`config.mk`:
```
export PLATFORM = sky130hd
export DESIGN_NAME = sorted_list_engine_flat
export DESIGN_NICKNAME = d
export VERILOG_FILES = /design/src/rtl/sle_pkg.sv /design/src/rtl/sle_if.sv /design/src/rtl/sle_cell.sv /design/src/rtl/sle_ctrl.sv /design/src/rtl/sorted_list_engine.sv /design/src/flat_wrapper.sv
export SDC_FILE = /design/constraint.sdc
export NUM_CORES = 2
export LEC_CHECK = 0
export BUFFER_PORTS_ARGS = -buffer_cell sky130_fd_sc_hd__buf_2
export CORE_MARGIN = 1
export CORE_UTILIZATION = 55
export DETAILED_ROUTE_END_ITERATION = 8
export PLACE_DENSITY = 0.7
export SYNTH_ARGS = -nofsm -noshare
export SYNTH_HDL_FRONTEND = slang
export SYNTH_HIERARCHICAL = 1
export SYNTH_SLANG_ARGS = --single-unit
```
`constraint.sdc`:
```
create_clock -name clk -period 8.78 [get_ports clk]
set_clock_uncertainty 0.05 [all_clocks]
set_input_delay 0.439 -clock clk [delete_from_list [all_inputs] [get_ports clk]]
set_output_delay 0.439 -clock clk [all_outputs]
set_load 0.02 [all_outputs]
```
`src/rtl/sle_pkg.sv`:
```
// ----------------------------------------------------------------------------
// sle_pkg
// shared widths, command and status codes, control types for the sorted list
// ----------------------------------------------------------------------------
package sle_pkg;

  localparam int DEPTH       = 16;
  localparam int VALUE_WIDTH = 32;
  localparam int IDX_W       = $clog2(DEPTH);
  localparam int CNT_W       = $clog2(DEPTH + 1);

  typedef enum logic [2:0] {
    CMD_INSERT = 3'd0,
    CMD_DELETE = 3'd1,
    CMD_EXISTS = 3'd2,
    CMD_COUNT  = 3'd3,
    CMD_READ   = 3'd4,
    CMD_CLEAR  = 3'd5
  } cmd_t;

  typedef enum logic [1:0] {
    ST_OK        = 2'd0,
    ST_FULL      = 2'd1,
    ST_NOT_FOUND = 2'd2,
    ST_BAD_INDEX = 2'd3
  } status_t;

  typedef enum logic [1:0] {
    SEQ_IDLE  = 2'd0,
    SEQ_EVAL  = 2'd1,
    SEQ_APPLY = 2'd2
  } seq_state_t;

  // sequencer strobes toward the datapath
  typedef struct packed {
    logic ready;
    logic load;
    logic capture;
    logic apply;
  } seq_ctrl_t;

  // per-cell update controls
  typedef struct packed {
    logic capture;
    logic shift_in;
    logic shift_out;
  } cell_ctrl_t;

endpackage

```
`src/rtl/sle_if.sv`:
```
// ----------------------------------------------------------------------------
// sle_if
// valid/ready channels for command and result transactions
// ----------------------------------------------------------------------------
interface sle_in_if
  import sle_pkg::*;
();
  logic                          valid;
  logic                          ready;
  logic [2:0]                    command;
  logic signed [VALUE_WIDTH-1:0] item_value;
  logic [IDX_W-1:0]              read_index;

  modport source (output valid, output command, output item_value, output read_index,
                  input ready);
  modport sink   (input valid, input command, input item_value, input read_index,
                  output ready);
endinterface

interface sle_out_if
  import sle_pkg::*;
();
  logic                          valid;
  logic                          ready;
  logic [1:0]                    status;
  logic                          found;
  logic [CNT_W-1:0]              entry_count;
  logic signed [VALUE_WIDTH-1:0] read_value;

  modport source (output valid, output status, output found, output entry_count,
                  output read_value, input ready);
  modport sink   (input valid, input status, input found, input entry_count,
                  input read_value, output ready);
endinterface

```
`src/rtl/sle_cell.sv`:
```
// ----------------------------------------------------------------------------
// sle_cell
// one list slot: holds an entry, compares it, shifts with its neighbors
// ----------------------------------------------------------------------------
module sle_cell
  import sle_pkg::*;
(
  input  logic                          clk,
  input  cell_ctrl_t                    ctrl,
  input  logic signed [VALUE_WIDTH-1:0] item_value,
  input  logic                          is_valid,
  input  logic                          is_tail,
  input  logic signed [VALUE_WIDTH-1:0] prev_entry,
  input  logic                          prev_gt,
  input  logic signed [VALUE_WIDTH-1:0] next_entry,
  output logic signed [VALUE_WIDTH-1:0] entry_o,
  output logic                          gt_o,
  output logic                          ge_o
);

  logic signed [VALUE_WIDTH-1:0] entry_r, entry_nxt;
  logic                          gt_r, gt_nxt;
  logic                          ge_r, ge_nxt;

  always_comb begin
    gt_nxt = gt_r;
    ge_nxt = ge_r;
    if (ctrl.capture) begin
      gt_nxt = is_valid && (entry_r > item_value);
      ge_nxt = is_valid && (entry_r >= item_value);
    end
  end

  always_comb begin
    entry_nxt = entry_r;
    if (ctrl.shift_in) begin
      // larger entries move one slot toward the tail
      if (prev_gt) begin
        entry_nxt = prev_entry;
      end else if (gt_r || is_tail) begin
        entry_nxt = item_value;
      end
    end else if (ctrl.shift_out && ge_r) begin
      entry_nxt = next_entry;
    end
  end

  always_ff @(posedge clk) begin
    entry_r <= entry_nxt;
    gt_r    <= gt_nxt;
    ge_r    <= ge_nxt;
  end

  assign entry_o = entry_r;
  assign gt_o    = gt_r;
  assign ge_o    = ge_r;

endmodule

```
`src/rtl/sle_ctrl.sv`:
```
// ----------------------------------------------------------------------------
// sle_ctrl
// command sequencer: load, compare, apply
// ----------------------------------------------------------------------------
module sle_ctrl
  import sle_pkg::*;
(
  input  logic      clk,
  input  logic      rst_n,
  input  logic      in_valid,
  input  logic      out_free,
  output seq_ctrl_t seq
);

  seq_state_t state_r, state_nxt;

  always_comb begin
    state_nxt = state_r;
    case (state_r)
      SEQ_IDLE: begin
        if (in_valid) state_nxt = SEQ_EVAL;
      end
      SEQ_EVAL: begin
        state_nxt = SEQ_APPLY;
      end
      SEQ_APPLY: begin
        if (out_free) state_nxt = in_valid ? SEQ_EVAL : SEQ_IDLE;
      end
      default: begin
        state_nxt = SEQ_IDLE;
      end
    endcase
  end

  always_comb begin
    seq = '0;
    case (state_r)
      SEQ_IDLE: begin
        seq.ready = 1'b1;
        seq.load  = in_valid;
      end
      SEQ_EVAL: begin
        seq.capture = 1'b1;
      end
      SEQ_APPLY: begin
        seq.ready = out_free;
        seq.load  = out_free && in_valid;
        seq.apply = out_free;
      end
      default: begin
        seq = '0;
      end
    endcase
  end

  always_ff @(posedge clk) begin
    if (!rst_n) begin
      state_r <= SEQ_IDLE;
    end else begin
      state_r <= state_nxt;
    end
  end

endmodule

```
`src/rtl/sorted_list_engine.sv`:
```
// ----------------------------------------------------------------------------
// sorted_list_engine
// ascending list of signed values with insert, delete, exists, count, read
// and clear commands, one result transaction per command
// ----------------------------------------------------------------------------
// An accepted command passes a compare step, in which every cell compares
// its entry with the command value and registers the result, then an apply
// step, in which every cell updates from its own flags and its neighbors'
// (shift toward the tail on insert, toward the head on delete) and the
// result is written to the output register. A new command is accepted in the
// cycle a result is produced, so back-to-back commands need no idle step
// between; the compare-then-shift pass through the cell row sets the pace. A
// result that is not taken holds the engine in its apply step. No clearing
// pass after reset is needed: occupancy marks which cells hold entries.
// ----------------------------------------------------------------------------
module sorted_list_engine
  import sle_pkg::*;
(
  input  logic      clk,
  input  logic      rst_n,
  sle_in_if.sink    in_chan,
  sle_out_if.source out_chan
);

  // sequencer
  seq_ctrl_t seq;
  logic      out_free;

  sle_ctrl u_ctrl (
    .clk      (clk),
    .rst_n    (rst_n),
    .in_valid (in_chan.valid),
    .out_free (out_free),
    .seq      (seq)
  );

  assign in_chan.ready = seq.ready;

  // latched command transaction (payload, no reset)
  logic [2:0]                    cmd_r, cmd_nxt;
  logic signed [VALUE_WIDTH-1:0] value_r, value_nxt;
  logic [IDX_W-1:0]              index_r, index_nxt;

  always_comb begin
    cmd_nxt   = cmd_r;
    value_nxt = value_r;
    index_nxt = index_r;
    if (seq.load) begin
      cmd_nxt   = in_chan.command;
      value_nxt = in_chan.item_value;
      index_nxt = in_chan.read_index;
    end
  end

  always_ff @(posedge clk) begin
    cmd_r   <= cmd_nxt;
    value_r <= value_nxt;
    index_r <= index_nxt;
  end

  // occupancy
  logic [CNT_W-1:0] occ_r, occ_nxt;
  logic             full;
  logic             found_any;

  assign full = (occ_r == CNT_W'(DEPTH));

  // cell row
  logic signed [VALUE_WIDTH-1:0] entry [DEPTH];
  logic [DEPTH-1:0]              gt;
  logic [DEPTH-1:0]              ge;
  logic [DEPTH-1:0]              eq;
  cell_ctrl_t                    cell_ctrl;

  assign cell_ctrl.capture   = seq.capture;
  assign cell_ctrl.shift_in  = seq.apply && (cmd_r == CMD_INSERT) && !full;
  assign cell_ctrl.shift_out = seq.apply && (cmd_r == CMD_DELETE) && found_any;

  for (genvar i = 0; i < DEPTH; i++) begin : g_cell
    logic signed [VALUE_WIDTH-1:0] prev_entry;
    logic signed [VALUE_WIDTH-1:0] next_entry;
    logic                          prev_gt;

    if (i == 0) begin : g_head
      assign prev_entry = '0;
      assign prev_gt    = 1'b0;
    end else begin : g_body
      assign prev_entry = entry[i-1];
      assign prev_gt    = gt[i-1];
    end

    if (i == DEPTH - 1) begin : g_last
      assign next_entry = '0;
    end else begin : g_inner
      assign next_entry = entry[i+1];
    end

    sle_cell u_cell (
      .clk        (clk),
      .ctrl       (cell_ctrl),
      .item_value (value_r),
      .is_valid   (CNT_W'(i) < occ_r),
      .is_tail    (CNT_W'(i) == occ_r),
      .prev_entry (prev_entry),
      .prev_gt    (prev_gt),
      .next_entry (next_entry),
      .entry_o    (entry[i]),
      .gt_o       (gt[i]),
      .ge_o       (ge[i])
    );

    // equal entries sit where ge is set and gt is not
    assign eq[i] = ge[i] && !gt[i];
  end

  assign found_any = |eq;

  // result of the command being applied
  logic [1:0]                    status_nxt;
  logic                          found_nxt;
  logic signed [VALUE_WIDTH-1:0] read_nxt;
  logic                          index_ok;

  assign index_ok = ({1'b0, index_r} < occ_r);

  always_comb begin
    status_nxt = ST_OK;
    found_nxt  = 1'b0;
    read_nxt   = '0;
    occ_nxt    = occ_r;
    case (cmd_r)
      CMD_INSERT: begin
        if (full) begin
          status_nxt = ST_FULL;
        end else begin
          occ_nxt = occ_r + 1'b1;
        end
      end
      CMD_DELETE: begin
        if (found_any) begin
          found_nxt = 1'b1;
          occ_nxt   = occ_r - 1'b1;
        end else begin
          status_nxt = ST_NOT_FOUND;
        end
      end
      CMD_EXISTS: begin
        if (found_any) begin
          found_nxt = 1'b1;
        end else begin
          status_nxt = ST_NOT_FOUND;
        end
      end
      CMD_READ: begin
        if (index_ok) begin
          read_nxt = entry[index_r];
        end else begin
          status_nxt = ST_BAD_INDEX;
        end
      end
      CMD_CLEAR: begin
        occ_nxt = '0;
      end
      default: begin
        // count and unused codes leave the list alone
        occ_nxt = occ_r;
      end
    endcase
  end

  always_ff @(posedge clk) begin
    if (!rst_n) begin
      occ_r <= '0;
    end else if (seq.apply) begin
      occ_r <= occ_nxt;
    end
  end

  // output register
  logic                          out_valid_r, out_valid_nxt;
  logic [1:0]                    out_status_r;
  logic                          out_found_r;
  logic [CNT_W-1:0]              out_count_r;
  logic signed [VALUE_WIDTH-1:0] out_read_r;

  assign out_free = !out_valid_r || out_chan.ready;

  always_comb begin
    out_valid_nxt = out_valid_r;
    if (seq.apply) begin
      out_valid_nxt = 1'b1;
    end else if (out_chan.ready) begin
      out_valid_nxt = 1'b0;
    end
  end

  always_ff @(posedge clk) begin
    if (!rst_n) begin
      out_valid_r <= 1'b0;
    end else begin
      out_valid_r <= out_valid_nxt;
    end
  end

  always_ff @(posedge clk) begin
    if (seq.apply) begin
      out_status_r <= status_nxt;
      out_found_r  <= found_nxt;
      out_count_r  <= occ_nxt;
      out_read_r   <= read_nxt;
    end
  end

  assign out_chan.valid       = out_valid_r;
  assign out_chan.status      = out_status_r;
  assign out_chan.found       = out_found_r;
  assign out_chan.entry_count = out_count_r;
  assign out_chan.read_value  = out_read_r;

  // checks
  logic [DEPTH-1:0] order_ok;

  for (genvar i = 0; i < DEPTH; i++) begin : g_order
    if (i == 0) begin : g_first
      assign order_ok[i] = 1'b1;
    end else begin : g_rest
      assign order_ok[i] = !(CNT_W'(i) < occ_r) || (entry[i-1] <= entry[i]);
    end
  end

  a_occ_bound: assert property (@(posedge clk) disable iff (!rst_n)
    occ_r <= CNT_W'(DEPTH))
    else $error("occupancy above list depth");

  a_sorted: assert property (@(posedge clk) disable iff (!rst_n)
    !seq.capture |-> &order_ok)
    else $error("held entries out of ascending order");

  a_insert_grows: assert property (@(posedge clk) disable iff (!rst_n)
    cell_ctrl.shift_in |=> occ_r == $past(occ_r) + 1'b1)
    else $error("insert did not grow the list by one");

  a_delete_shrinks: assert property (@(posedge clk) disable iff (!rst_n)
    cell_ctrl.shift_out |=> occ_r == $past(occ_r) - 1'b1)
    else $error("delete did not shrink the list by one");

endmodule

```
`src/flat_wrapper.sv`:
```
// flat-port wrapper written by rule: the top's interface ports become plain ports
module sorted_list_engine_flat import sle_pkg::*;
  (clk, rst_n, in_chan_valid, in_chan_command, in_chan_item_value, in_chan_read_index, in_chan_ready, out_chan_valid, out_chan_status, out_chan_found, out_chan_entry_count, out_chan_read_value, out_chan_ready);
  sle_in_if in_chan_i ();
  sle_out_if out_chan_i ();
  input  logic clk;
  input  logic rst_n;
  input wire logic [$bits(in_chan_i.valid)-1:0] in_chan_valid;
  input wire logic [$bits(in_chan_i.command)-1:0] in_chan_command;
  input wire logic [$bits(in_chan_i.item_value)-1:0] in_chan_item_value;
  input wire logic [$bits(in_chan_i.read_index)-1:0] in_chan_read_index;
  output wire logic [$bits(in_chan_i.ready)-1:0] in_chan_ready;
  output wire logic [$bits(out_chan_i.valid)-1:0] out_chan_valid;
  output wire logic [$bits(out_chan_i.status)-1:0] out_chan_status;
  output wire logic [$bits(out_chan_i.found)-1:0] out_chan_found;
  output wire logic [$bits(out_chan_i.entry_count)-1:0] out_chan_entry_count;
  output wire logic [$bits(out_chan_i.read_value)-1:0] out_chan_read_value;
  input wire logic [$bits(out_chan_i.ready)-1:0] out_chan_ready;
  assign in_chan_i.valid = in_chan_valid;
  assign in_chan_i.command = in_chan_command;
  assign in_chan_i.item_value = in_chan_item_value;
  assign in_chan_i.read_index = in_chan_read_index;
  assign in_chan_ready = in_chan_i.ready;
  assign out_chan_valid = out_chan_i.valid;
  assign out_chan_status = out_chan_i.status;
  assign out_chan_found = out_chan_i.found;
  assign out_chan_entry_count = out_chan_i.entry_count;
  assign out_chan_read_value = out_chan_i.read_value;
  assign out_chan_i.ready = out_chan_ready;
  sorted_list_engine u_core (.clk(clk), .rst_n(rst_n), .in_chan(in_chan_i), .out_chan(out_chan_i));
endmodule
```
# After elaboration in Yosys (flattened, before gate mapping)
# Cells that the tools add are included.
dict set report word_totals {
  reg_bits 631
  wordCells 378
}
dict set report op_classes {
  n_addsub 2
  n_lt_le_gt_ge 50
  muxes 83
  eq_ne 40
  bitwise_logic 1
  reduce_logical 144
}
# op n
set ops {}
lappend ops {{$mux W32} 65}
lappend ops {{$ge A32 B32 Y1} 16}
lappend ops {{$gt A32 B32 Y1} 16}
lappend ops {{$bmux W32 S4} 1}
lappend ops {{$logic_and A1 B1 Y1} 69}
lappend ops {{$ne A3 B3 Y1 const B} 15}
lappend ops {{$eq A4 B5 Y1 const A} 8}
lappend ops {{$lt A4 B5 Y1 const A} 8}
lappend ops {{$reduce_and A2 Y1} 18}
lappend ops {{$reduce_bool A2 Y1} 17}
lappend ops {{$eq A3 B5 Y1 const A} 4}
lappend ops {{$lt A3 B5 Y1 const A} 4}
lappend ops {{$logic_not A1 Y1} 18}
lappend ops {{$logic_or A1 B1 Y1} 17}
lappend ops {{$reduce_or A16 Y1} 1}
lappend ops {{$pmux W5 S3} 1}
lappend ops {{$pmux W2 S3} 2}
lappend ops {{$eq A2 B5 Y1 const A} 2}
lappend ops {{$lt A1 B5 Y1 const A} 2}
lappend ops {{$lt A2 B5 Y1 const A} 2}
lappend ops {{$mux W5} 2}
lappend ops {{$mux W2} 4}
lappend ops {{$mux W1} 7}
lappend ops {{$eq A3 B3 Y1 const B} 2}
lappend ops {{17 further kinds} 19}

# Depth between registers and ports, before layout
dict set report depth {
  depth_word 8
  ltp_mapped 10
}

# Hierarchy
# The synthesis kept the hierarchy.
# module cells_each n_inst area_per_inst_um2 seq_area_each_um2
set by_module_without_submodules {}
lappend by_module_without_submodules {{sle_cell at u_core.g_cell[0].u_cell ...} 265 15 2552.4 1021.0}
lappend by_module_without_submodules {sorted_list_engine 484 1 7439.6 2492.4}
lappend by_module_without_submodules {{sle_cell at u_core.g_cell[15].u_cell} 265 1 2553.7 1021.0}
lappend by_module_without_submodules {sle_ctrl 12 1 111.4 40.0}

# Least setup slack after synthesis
# No wires, ideal clock.
dict set report synth_timing {
  path_type {input to register}
  startpoint {input port out_chan_ready}
  endpoint {register u_core.g_cell[0].u_cell.entry_r[0], enable pin}
  setup_ps 466
  cell_stages 8
  slack_ps 2129
  path_buffers 1
  t_arrival_ps 6136
  path_cell_list {nand2b_1 > nand2_1 > nor2_1 > clkbuf_1 > inv_1 > nor3_1 > nand2_1 > o21ai_0}
}
# item line
set synth_rtl {}
lappend synth_rtl {{from (decl)} flat_wrapper.sv:18} ;# input wire logic [$bits(out_chan_i.ready)-1:0] out_chan_ready;
lappend synth_rtl {{to (signal assigned)} sle_cell.sv:49} ;# entry_r <= entry_nxt;
lappend synth_rtl {{to (decl)} sle_cell.sv:21} ;# logic signed [VALUE_WIDTH-1:0] entry_r, entry_nxt;

==> results.ini <==
[run_status]
outcome = finished clean

[finish]
areaGrowthSynthToFinish_pct = 9.771
regArea_sq_mm = 0.01887
final_cell_mix = 727 x a21oi_1, 623 x edfxtp_1, 573 x nor2_1
final_common_cell = a21oi_1
stdcell_area_sq_mm = 0.05312
fin_nets = 5407
multi_input_area_sq_mm = 0.02700
fillers = 7202
diodes = 0
drive_gt1_share_pct = 10.07

[setup_path]
arrival_ns = 4.62
cp.required_ns = 8.97
rrSetupSlack_ns = 4.35
crit_type = reg2reg
crit_buf_inv = 4
critPathTopFamily = buffers and inverters
worst-r2r-cell-count = 10
slowest_stage = buf_4
cp_max_fo = 214
worstPathCellList = nand2b_1, nand2_1, nor2_4, buf_4, inv_1, nor2_4, buf_12, buf_4, o31ai_1, o21ai_4
cpPeakStageDelay_ns = 0.69
rr_endpoint = u_core/g_cell[5].u_cell/entry_o[7]$_DFFE_PP_
reg2reg_from = u_core/out_chan.valid$_SDFFE_PN0P_
start_kind = register
end_kind = register

[clock_network]
cts_tree = built
cts_setup_buffers = 0
cts.sinks = 631
cts.repair.resized = 0
clk_latency_ns = 0.64
cts_root_buffer = clkbuf_16
path_clk_slew_ns = 0.05
clock_path_buffers = 3
htreeDepth = 3
cts_made_buffers = 76

[floorplanning]
core.rowCount = 108
core_area_sq_mm = 0.08702
die_w_um = 298.6
start_util_pct = 55.61
die-height_um = 298.6
io_pins = 85
die_area_sq_mm = 0.08917

[drt]
drc = 0
wire_per_inst_um = 23.10
wl_um = 140000
drtAntennaViolNets = 0
firstDrtPassIters = 6
avgViaCountPerCell = 6.260
drtIter0Drc = 4016
vias = 37950

[placement]
postPlaceCellArea_sq_mm = 0.05035
io_buffer_count = 84
dpl.hpwl_um = 103900
globalplace.congestion = 0.9234

[sta]
slew_headroom_pct = 18.58
setup_violations = 0
max_freq_ghz = 0.2255
finalMaxSlewViolations = 0
rsz0062_at_grt = no
worstMarginPinSlew_ns = 1.217
whs_ns = 0.06192
fin_tns_setup_ns = 0
period_share_pct = 50.51
fin_crit_ns = 4.435
finalHoldViolCount = 0

[hold_path]
hold_start = in_chan_valid
min_path_cells = 2
worstHoldEndpoint = u_core/u_ctrl/state_r[0]$_SDFFE_PN0P_
min_path_type = in2reg

[synth]
avgSynthCellArea_sq_um = 10.22
yosysWarnings = 6
yosysUniqueCellTypes = 56
synthCells = 4736
synth_ff_type = edfxtp_1
synthArstFlopShare_pct = 0
synth_area_sq_mm = 0.04839
synth-edff-count = 623
yosysSeqAreaShare_pct = 38.99
synth_seq_cells = 631

[grt]
grt_pass1_wl_um = 213100
overflow = 0
antenna_found_initial = 4
first_global_vias = 35840
grt_start_max_net_pins = 255
grt_usage_pct = 31.13

[power_and_ir_drop]
irDropWorstVdd_mv = 0.1629
p_per_area_mw_per_mm2 = 139.0
p_leak_nw = 22.79
power_mw = 7.385

[run]
maxCapViolations = 0

[area by class of cell]
type / count / share of cell area [%]
clock buffers: 97 / 3.962
clock inverters: 44 / 0.5229
inverters: 544 / 3.844
multi-input cells: 3400 / 50.84
flip-flops and latches: 631 / 35.52
well taps: 1155 / 2.721
repair buffers: 192 / 2.596
[per-stage QoR]
stage               instances  setup WS, ns  utilization (%)
CTS                      6063         4.339            61.04
global placement         5883         4.161            57.85
global route             6063         4.042            61.04
detailed placement       5883         4.117            57.85
finish                   6063         4.345            61.04
floorplan                4800         2.129                -
[cells in the mapped netlist (all sizes together) (19+ instances only)]
cell	n	area (sq um)
mux2i	514	5145
o21ai	71	355.3
nor4	34	212.7
a221o	32	340.3
nand3	67	335.3
mux4	160	3603
o31ai	32	240.2
o21a	19	142.6
or3	37	232.7
a21oi	727	3638
nor2b	49	306.5
ha	519	6494
nand4	96	700.7
a21o	34	255.2
nand2	145	544.3
inv	543	2038
clkbuf	126	474.2
nor2	575	2158
edfxtp	623	18710
buf	99	461.7
[sequential cells by signal, indices dropped and copies added (netlist names)]
register and cells:
u_core/out_chan.valid 1, u_core/out_chan.read_value 32, u_core/value_r 32, u_core/out_chan.status 2, u_core/g_cell.u_cell/ge_o 16, u_core/out_chan.entry_count 5
u_core/g_cell.u_cell/entry_o 512, u_core/out_chan.found 1, u_core/cmd_r 3, u_core/index_r 4, u_core/occ_r 5, u_core/u_ctrl/state_r 2
u_core/g_cell.u_cell/gt_o 16
[how the worst max path moves through the flow]
stage / slack (ns) / from / endpoint / cells past startpoint
floorplan: 2.13 / out_chan_ready / u_core/g_cell[0].u_cell/entry_o[0]$_DFFE_PP_ / 8
global placement: 4.16 / out_chan_ready / u_core/g_cell[4].u_cell/entry_o[5]$_DFFE_PP_ / 11
detailed placement: 4.12 / out_chan_ready / u_core/g_cell[5].u_cell/entry_o[6]$_DFFE_PP_ / 11
CTS: 4.34 / u_core/out_chan.valid$_SDFFE_PN0P_ / u_core/g_cell[5].u_cell/entry_o[4]$_DFFE_PP_ / 10
global route: 4.04 / u_core/out_chan.valid$_SDFFE_PN0P_ / u_core/g_cell[6].u_cell/entry_o[5]$_DFFE_PP_ / 10
finish: 4.35 / u_core/out_chan.valid$_SDFFE_PN0P_ / u_core/g_cell[5].u_cell/entry_o[7]$_DFFE_PP_ / 10
[power breakdown]
| group | leakage (nW) | switching (mW) | internal [mW] | total (mW) |
|---|---|---|---|---|
| logic | 15.9 | 0.578 | 0.382 | 0.960 |
| registers | 5.72 | 0.0315 | 3.32 | 3.35 |
| clock network | 1.18 | 1.32 | 1.75 | 3.07 |
[logic make-up (layout without fill, tap and decap cells)]
kind of cell               Yosys count  count (layout)  share of synthesized area [%]
adders and majority gates          519             519                          13.42
AOI/OAI and AO/OA                 1070            1070                          13.02
other                                1              65                       0.007749
muxes                              675             675                          18.10
buffers and inverters              769             877                          6.154
DFF                                631             631                          38.99
xor gates and xnor gates             6               6                         0.1086
and+or+nand+nor                   1065            1065                          10.19
[timing repair]
action	4_1_cts	5_1_grt
endpoints found under the setup margin	0	0
endpoints found under the hold margin	39	0
hold buffers	39	0
[layer usage]
| metal | up-vias | global-route usage, % | wire [um] |
|---|---|---|---|
| li1 | 17780 | - | - |
| met1 | 18220 | 44.63 | 59530 |
| met2 | 1691 | 47.06 | 62130 |
| met3 | 252 | 5.816 | 13440 |
| met4 | 4 | 11.38 | 4907 |
| met5 | - | 0 | 33 |
[worst reg2reg max path: cells and delay by family (launching register included)]
family | cells | cell delay [ns]
flops | 1 | 0.31
simple gates | 4 | 0.58
buf+inv | 4 | 2.33
compound gates | 2 | 0.76
No activity file was read; power rests on OpenSTA's default activity.
